`src/rtl/mre_pkg.sv`:
```
`default_nettype none

package mre_pkg;

    localparam int REG_COUNT = 32;
    localparam int MEM_WORDS = 1024;
    localparam int RF_AW     = $clog2(REG_COUNT);
    localparam int MEM_AW    = $clog2(MEM_WORDS);

    localparam int FUNC_W = 3;
    localparam int REG_W  = 5;
    localparam int SLOT_W = 6;
    localparam int IMM_W  = 16;
    localparam int POS_W  = 10;
    localparam int NPOS_W = 11;
    localparam int DATA_W = 32;
    localparam int CNT_W  = 16;
    localparam int CYC_W  = 18;

    localparam int unsigned PIPE_FILL = 5;

    // Slot code that stands for "no register" and never matches.
    localparam logic [SLOT_W-1:0] NO_SLOT = SLOT_W'(32);

    localparam logic [FUNC_W-1:0] F_ADD  = 3'd0;
    localparam logic [FUNC_W-1:0] F_ADDI = 3'd1;
    localparam logic [FUNC_W-1:0] F_SUB  = 3'd2;
    localparam logic [FUNC_W-1:0] F_SLT  = 3'd3;
    localparam logic [FUNC_W-1:0] F_LW   = 3'd4;
    localparam logic [FUNC_W-1:0] F_SW   = 3'd5;
    localparam logic [FUNC_W-1:0] F_BEQ  = 3'd6;
    localparam logic [FUNC_W-1:0] F_NOP  = 3'd7;

    typedef struct packed {
        logic [FUNC_W-1:0] func;
        logic [DATA_W-1:0] va;
        logic [DATA_W-1:0] vb;
        logic [IMM_W-1:0]  imm;
        logic [POS_W-1:0]  target;
        logic [POS_W-1:0]  position;
    } t_alu_in;

    typedef struct packed {
        logic [DATA_W-1:0] res;
        logic              taken;
        logic [NPOS_W-1:0] next_pos;
    } t_alu_out;

endpackage

`default_nettype wire

```
`src/rtl/mre_alu.sv`:
```
`default_nettype none

module mre_alu (
    input  wire mre_pkg::t_alu_in  i_req,
    output mre_pkg::t_alu_out      o_rsp
);
    import mre_pkg::*;

    logic [DATA_W-1:0] imm_ext;

    assign imm_ext = {{(DATA_W-IMM_W){i_req.imm[IMM_W-1]}}, i_req.imm};

    always_comb begin
        o_rsp.res      = '0;
        o_rsp.taken    = 1'b0;
        o_rsp.next_pos = NPOS_W'(i_req.position) + NPOS_W'(1);
        case (i_req.func)
            F_ADD: begin
                o_rsp.res = i_req.va + i_req.vb;
            end
            F_ADDI: begin
                o_rsp.res = i_req.va + imm_ext;
            end
            F_SUB: begin
                o_rsp.res = i_req.va - i_req.vb;
            end
            F_SLT: begin
                o_rsp.res = DATA_W'($signed(i_req.va) < $signed(i_req.vb));
            end
            F_SW: begin
                o_rsp.res = i_req.vb;
            end
            F_BEQ: begin
                if (i_req.va == i_req.vb) begin
                    o_rsp.taken    = 1'b1;
                    o_rsp.next_pos = NPOS_W'(i_req.target);
                end
            end
            default: begin
                // Loads take their value from the data memory one stage later.
                o_rsp.res = '0;
            end
        endcase
    end

endmodule

`default_nettype wire

```
`config.mk`:
```
export PLATFORM = sky130hd
export DESIGN_NAME = mre_alu
export DESIGN_NICKNAME = d
export VERILOG_FILES = /design/src/rtl/mre_pkg.sv /design/src/rtl/mre_alu.sv
export SDC_FILE = /design/constraint.sdc
export NUM_CORES = 1
export LEC_CHECK = 0
export ABC_AREA = 1
export ABC_CLOCK_PERIOD_IN_PS = 3120
export BUFFER_PORTS_ARGS = -buffer_cell sky130_fd_sc_hd__buf_2
export CAP_MARGIN = 20
export CORE_MARGIN = 4
export CORE_UTILIZATION = 57
export DETAILED_ROUTE_END_ITERATION = 10
export GPL_TIMING_DRIVEN = 0
export PLACE_DENSITY = 0.84
export SLEW_MARGIN = 30
export SYNTH_ARGS = -nofsm -noshare
export SYNTH_HDL_FRONTEND = slang
export SYNTH_SLANG_ARGS = --single-unit
```
`constraint.sdc`:
```
create_clock -name vclk -period 3.12
set_input_delay 0.312 -clock vclk [all_inputs]
set_output_delay 0.312 -clock vclk [all_outputs]
set_load 0.05 [all_outputs]
```
* Yosys cells after proc, flatten, opt, wreduce, memory -nomap -nowiden
Index checks and enable logic that the tools add are counted.
Storage, ports and cells: bits in registers 0, latch bits 0, bits in writable memories 0, ROM bits 0, input bits 103, memories kept 0
Cells by class: add/sub/neg operators 4, multipliers 0, div/mod/pow operators 0, $lt $le $gt $ge 1, equality and inequality tests 6, shift operators 0, muxes and demuxes 3, bitwise logic cells 0, reductions and logical operators 1
Operators with widths (count):
- $pmux W32 S5 | 1
- $add A32 B32 Y32 | 2
- $eq A32 B32 Y1 | 1
- $lt A32 B32 Y1 | 1
- $sub A32 B32 Y32 | 1
- $mux W12 | 2
- $add A10 B1 Y11 const B | 1
- $eq A3 B2 Y1 const B | 2
- $eq A3 B3 Y1 const B | 2
- $eq A3 B1 Y1 const B | 1
- $logic_not A3 Y1 | 1

* Longest topological paths before layout
Gate-level depths: netlist (run 1).
word-level depth 3, mapped depth 19, mapped depth without buffers 18

* Worst setup path after synthesis (run 1)
Ideal clock, no wire load.
path type input to output, from input i_req[102] (netlist name), to output o_rsp[27] (netlist name), arrival time 2.620 ns, required time 2.808 ns, slack 0.188 ns, cell stages on the path 17, path buffers 2, cells stage by stage nor2_2 -> nand2_1 -> inv_1 -> buf_2 -> clkbuf_1 -> nand2_1 -> o21ai_0 -> ha_1 -> nand2_1 -> nand2_1 -> nand3_1 -> nand2_1 -> nand2_1 -> nand2_1 -> or2_2 -> nand3_1 -> nand3_1
RTL lines:
- from (decl) | RTL line mre_alu.sv:4 | input wire mre_pkg::t_alu_in i_req,
- to (decl) | RTL line mre_alu.sv:5 | output mre_pkg::t_alu_out o_rsp

==> results_dict.tcl, run 1 <==
set metrics [dict create \
    hold_path_end "o_rsp[1]" \
    max_freq_ghz 0.316 \
    nets 1668 \
    synthCells 1318 \
    synth_seq_area_share_pct 0 \
    crit_arrival_ns 2.86 \
    syn_nets 1494 \
    max_cap_viol_count 0 \
    ant_nets 0 \
    relSlewSlack_pct 40.0 \
    startpoint_type "input port" \
    n_fill_cell 911 \
    final.setup.worst_slack_ns -0.0472 \
    period_share_pct 102 \
    p_leak_nw 5.07 \
    final_common_cell "nand2_1" \
    path_buf_inv 7 \
    ios 147 \
    synthTopCellsByArea "nand2_1, inv_1, ha_1, nand3_1, a21oi_1" \
    critPathKind "in2out" \
    grt-ovfl-total 0 \
    fin_crit_ns 3.17 \
    syn_area_mm2 0.00614 \
    dr.pass1.iters 8 \
    die_h_um 112 \
    holdCritStartpoint "i_req[11]" \
    design.seq.count 0 \
    die_width_um 112 \
    status "finished, violations left" \
    netlist.area_leader.share_pct 32.8 \
    area_growth_pct 31.2 \
    grt_first_pass_wirelength_um 38800 \
    crit_family "simple AND/OR/NAND/NOR gates" \
    drc 0 \
    crit_path_frequent_cell "nand2_1" \
    io_buffers 147 \
    synth_area_per_cell_um2 4.66 \
    setup_viol 8 \
    die-area_mm2 0.0125 \
    critPathSlowestCell "ha_1" \
    initialDrtViolationCount 1241 \
    num_rows 37 \
    final_area_mm2 0.00806 \
    path_cells "buf_4, nor2_4, nand2_4, inv_4, buf_8, buf_8, nand2_1, o21ai_0, ha_1, nand2_2, inv_1, nand2_1, nand2_1, inv_1, nand3_4, nand2_2, nand3_1, nand2_1, nand3_2, nand3_2, buf_8" \
    wire_per_inst_um 16.4 \
    post-place-ws_ns -0.667 \
    drt-vias-per-instance 5.66 \
    worstHoldPathCells 4 \
    hold_class "in2out" \
    peakVddDrop_mv 0.137 \
    final_cell_mix "nand2_1, inv_1, buf_2" \
    worst_pin_slew_ns 0.900 \
    synth_cell_types 36 \
    ys_warn_count 0 \
    layout.cells.non_filler 1626 \
    drive_above_1_share_pct 22.2 \
    seqCellArea_um2 0 \
    grt_max_degree 11 \
    total_power_mw 1.84 \
    via_count 9199 \
    gp_congestion 1.08 \
    multiInputGateArea_mm2 0.00555 \
    groute.usage.overall_pct 37.8 \
    dp.cells 1601 \
    start_util_pct 59.0 \
    cellPowerDensity_mw_per_mm2 229 \
    core_area_mm2 0.0104 \
    clkbuf_count 0 \
    slew_violations 0 \
    cp-end-kind "output pin" \
    post_dp_cell_area_mm2 0.00705 \
    violations "setup timing" \
    hold_viol 0 \
    max_stage_delay_ns 0.33 \
    synth_largest_area_cell "nand2_1" \
    n_antenna_cell 0 \
    rsz0062_at_grt "yes" \
    grt_pass1_vias 8009 \
    grt_antenna_before_repair 0 \
    crit_fanout 10 \
    wirelength_um 26600 \
    required_ns 2.81 \
    place_hpwl_um 20800 \
]
-- kinds of logic after synthesis --
group           Yosys count  synth area share, %
buf+inv                 315                 19.5
simple gates            788                 52.8
fa+ha+maj                73                 15.1
compound gates          133                 11.3
xor+xnor                  9                 1.28
-- synth_stat cells (all sizes together) --
| library cell | instances |
|---|---|
| clkbuf | 11 |
| xor2 | 5 |
| o21bai | 2 |
| ha | 71 |
| xnor2 | 4 |
| a21o | 1 |
| buf | 7 |
| and2 | 2 |
| nor4 | 5 |
| nand4 | 7 |
| or2 | 9 |
| o211ai | 5 |
| nand3 | 121 |
| fa | 2 |
| and3 | 2 |
| a221oi | 1 |
| a21oi | 62 |
| o21ai | 62 |
| inv | 297 |
| nand2 | 538 |
| nor2 | 82 |
| nor3 | 15 |
| nand3b | 6 |
| nor3b | 1 |
-- report_power, final --
| group | internal, mW | switching (mW) |
|---|---|---|
| sequential | 0 | 0 |
| combinational | 0.618 | 1.23 |
| clock | 0 | 0 |
| total | 0.618 | 1.23 |
-- metal layers --
metal  vias up  GRT usage, %  share of wire (%)
met5         -             0                  0
met2       629          60.2                 43
met1      4040          51.7                 37
met3       140          6.63                 14
li1       4390             -                  -
met4         0          12.1                5.3
-- stage by stage --
step / TNS (ns) / util [%] / hold slack (ns)
finish: -0.268 / 77.4 / 1.01
global route: -1.33 / 77.4 / 1.04
CTS: 0 / 71.6 / 1.01
detailed placement: -13.60 / 67.7 / 1.01
global placement: -12.88 / 67.7 / 1.01
floorplan: 0 / - / 0.880
-- worst max-delay path by stage --
stage                     startpoint         to  slack, ns  depth (start not counted)
after CTS                 i_req[102]  o_rsp[40]     0.0007                         18
final                     i_req[101]  o_rsp[37]      -0.05                         21
after global routing      i_req[101]  o_rsp[37]      -0.12                         22
after floorplan           i_req[102]  o_rsp[27]       0.19                         17
after global placement    i_req[102]  o_rsp[27]      -0.66                         19
after detailed placement  i_req[102]  o_rsp[27]      -0.67                         19
-- cell type report --
cell class	instances	share of cell area, %
well taps	136	2.11
plain buffers	17	1.77
inverters	297	13.9
repair buffers	173	13.5
multi-input cells	1003	68.8
-- what timing repair did --
item / 4_1_cts / 5_1_grt
gates cloned: 0 / 1
hold buffers: 0 / 0
endpoints found under the hold margin: 0 / 0
setup buffers: 10 / 15
resized for setup: 89 / 139
pin swaps: 13 / 47
endpoints found under the setup margin: 29 / 24
-- tightest hold or removal path: cells and delay by family --
family	cells	cell delay, ns
AND/OR/NAND/NOR	2	0.09
buffers and inverters	2	0.29
Power figures use the tool's default switching activity.
==> inputs of run 2 (changes only) <==
--- a/config.mk
+++ b/config.mk
@@ -10,10 +10,10 @@
 export BUFFER_PORTS_ARGS = -buffer_cell sky130_fd_sc_hd__buf_2
 export CAP_MARGIN = 20
 export CORE_MARGIN = 4
-export CORE_UTILIZATION = 57
+export CORE_UTILIZATION = 58
 export DETAILED_ROUTE_END_ITERATION = 10
 export GPL_TIMING_DRIVEN = 0
-export PLACE_DENSITY = 0.84
+export PLACE_DENSITY = 0.85
 export SLEW_MARGIN = 30
 export SYNTH_ARGS = -nofsm -noshare
 export SYNTH_HDL_FRONTEND = slang
==> run 2 against run 1 <==
The flow still finishes with violations (setup timing). Cell area increased by 2.7%. Total power rose by 4.8%. Wire length grew 6.4%. Setup slack lost 0.063 ns. Critical path depth is 2 lower. Fmax fell by 2.0%. Flip-flop and latch count stayed put. Sequential share of layout area stayed put. Count of clock-buffer cells in the layout did not move. Hold slack better by 0.0040 ns. Global-route usage rose by 0.61 points. First-iteration DRC count is 3.2% higher. Largest cell class unchanged.
==> results_dict.tcl, run 2 (synthesized netlist as in run 1, its figures left out) <==
set metrics [dict create \
    status "finished, violations left" \
    violations "setup timing" \
    max_cap_viol_count 0 \
    dr.pass1.iters 7 \
    die_h_um 111 \
    cp-end-kind "output pin" \
    hold_path_end "o_rsp[1]" \
    area_growth_pct 34.8 \
    crit_arrival_ns 2.92 \
    path_buf_inv 6 \
    worst_pin_slew_ns 0.928 \
    drt-vias-per-instance 5.84 \
    die_width_um 111 \
    crit_path_frequent_cell "nand2_2" \
    holdCritStartpoint "i_req[11]" \
    core_area_mm2 0.0103 \
    worstHoldPathCells 4 \
    gp_congestion 1.14 \
    cts_hold_repair.buffers 0 \
    via_count 9511 \
    hold_viol 0 \
    cellPowerDensity_mw_per_mm2 233 \
    initialDrtViolationCount 1281 \
    fin_crit_ns 3.23 \
    max_stage_delay_ns 0.41 \
    rsz0062_at_grt "yes" \
    drive_above_1_share_pct 24.1 \
    max_freq_ghz 0.310 \
    grt_antenna_before_repair 0 \
    wire_per_inst_um 17.4 \
    design.seq.count 0 \
    seqCellArea_um2 0 \
    critPathSlowestCell "ha_1" \
    startpoint_type "input port" \
    final_cell_mix "nand2_1, inv_1, buf_2" \
    io_buffers 147 \
    peakVddDrop_mv 0.144 \
    p_leak_nw 5.11 \
    place_hpwl_um 20900 \
    n_antenna_cell 0 \
    grt-ovfl-total 0 \
    crit_fanout 7 \
    groute.usage.overall_pct 38.4 \
    final.setup.worst_slack_ns -0.110 \
    slew_violations 0 \
    hold_class "in2out" \
    grt_max_degree 11 \
    holdWs_ns 1.01 \
    setup_viol 19 \
    period_share_pct 104 \
    clkbuf_count 0 \
    start_util_pct 59.5 \
    grt_pass1_vias 8222 \
    required_ns 2.81 \
    die-area_mm2 0.0123 \
    wirelength_um 28300 \
    nets 1670 \
    finalSetupTns_ns -1.26 \
    num_rows 37 \
    ant_nets 0 \
    path_cells "buf_4, nor2_4, nand2_4, inv_4, buf_8, clkbuf_16, nand2_1, o21ai_0, ha_1, nand2_2, buf_4, nor3_2, nand2_1, nand2_2, nand2_2, nand3_1, nand3_2, nand3_2, buf_8" \
    ios 147 \
    relSlewSlack_pct 38.2 \
    drc 0 \
    critPathKind "in2out" \
    final_common_cell "nand2_1" \
    grt_first_pass_wirelength_um 39300 \
    crit_family "simple AND/OR/NAND/NOR gates" \
]
run 2: cell types whose count changed in the layout (fill, tap and decap cells not counted), sizes merged:
cell / before / now
buf: 178 / 180
run 2: repair_timing:
action	CTS	global route
pin swaps	18	52
buffers inserted	11	15
setup endpoints to repair	29	27
gates cloned	0	2
gates resized for setup	94	175
run 2: area by class of cell:
class,instances,area [um^2]
multi-input combinational,1003,5710
fill,809,2040
tap,136,170
timing repair buffer,175,1140
buffer,17,138
inverter,297,1120
run 2: through the flow:
step | std cells | total power, mW | setup slack [ns] | util [%] | cell area [um^2]
final | 1628 | 1.93 | -0.110 | 80.2 | 8280
after global routing | 1628 | 2.07 | -0.214 | 80.2 | 8280
after CTS | 1611 | 1.60 | 0.00236 | 72.2 | 7460
after detailed placement | 1601 | 1.49 | -0.727 | 68.3 | 7050
after global placement | 1601 | 1.47 | -0.728 | 68.3 | 7050
after floorplan | 1318 | 1.08 | 0.188 | - | 6140
run 2: where the power goes:
part           internal (mW)  switching, mW
Clock                      0              0
Combinational          0.652           1.28
Sequential                 0              0
Total                  0.652           1.28
run 2: metal layers:
layer	vias to the layer above	GRT usage, %	share of wire (%)
met4	0	13.7	7.3
met2	784	62.7	43
met1	4124	51.0	36
met5	-	0	0
met3	208	6.33	14
li1	4395	-	-
run 2: how the worst max path moves through the flow:
stage           endpoint  cells past startpoint  startpoint
6_report       o_rsp[33]                     19  i_req[101]
5_1_grt        o_rsp[34]                     21  i_req[101]
4_1_cts        o_rsp[22]                     20  i_req[101]
3_5_place_dp   o_rsp[34]                     20  i_req[102]
3_3_place_gp   o_rsp[27]                     19  i_req[102]
2_1_floorplan  o_rsp[27]                     17  i_req[102]
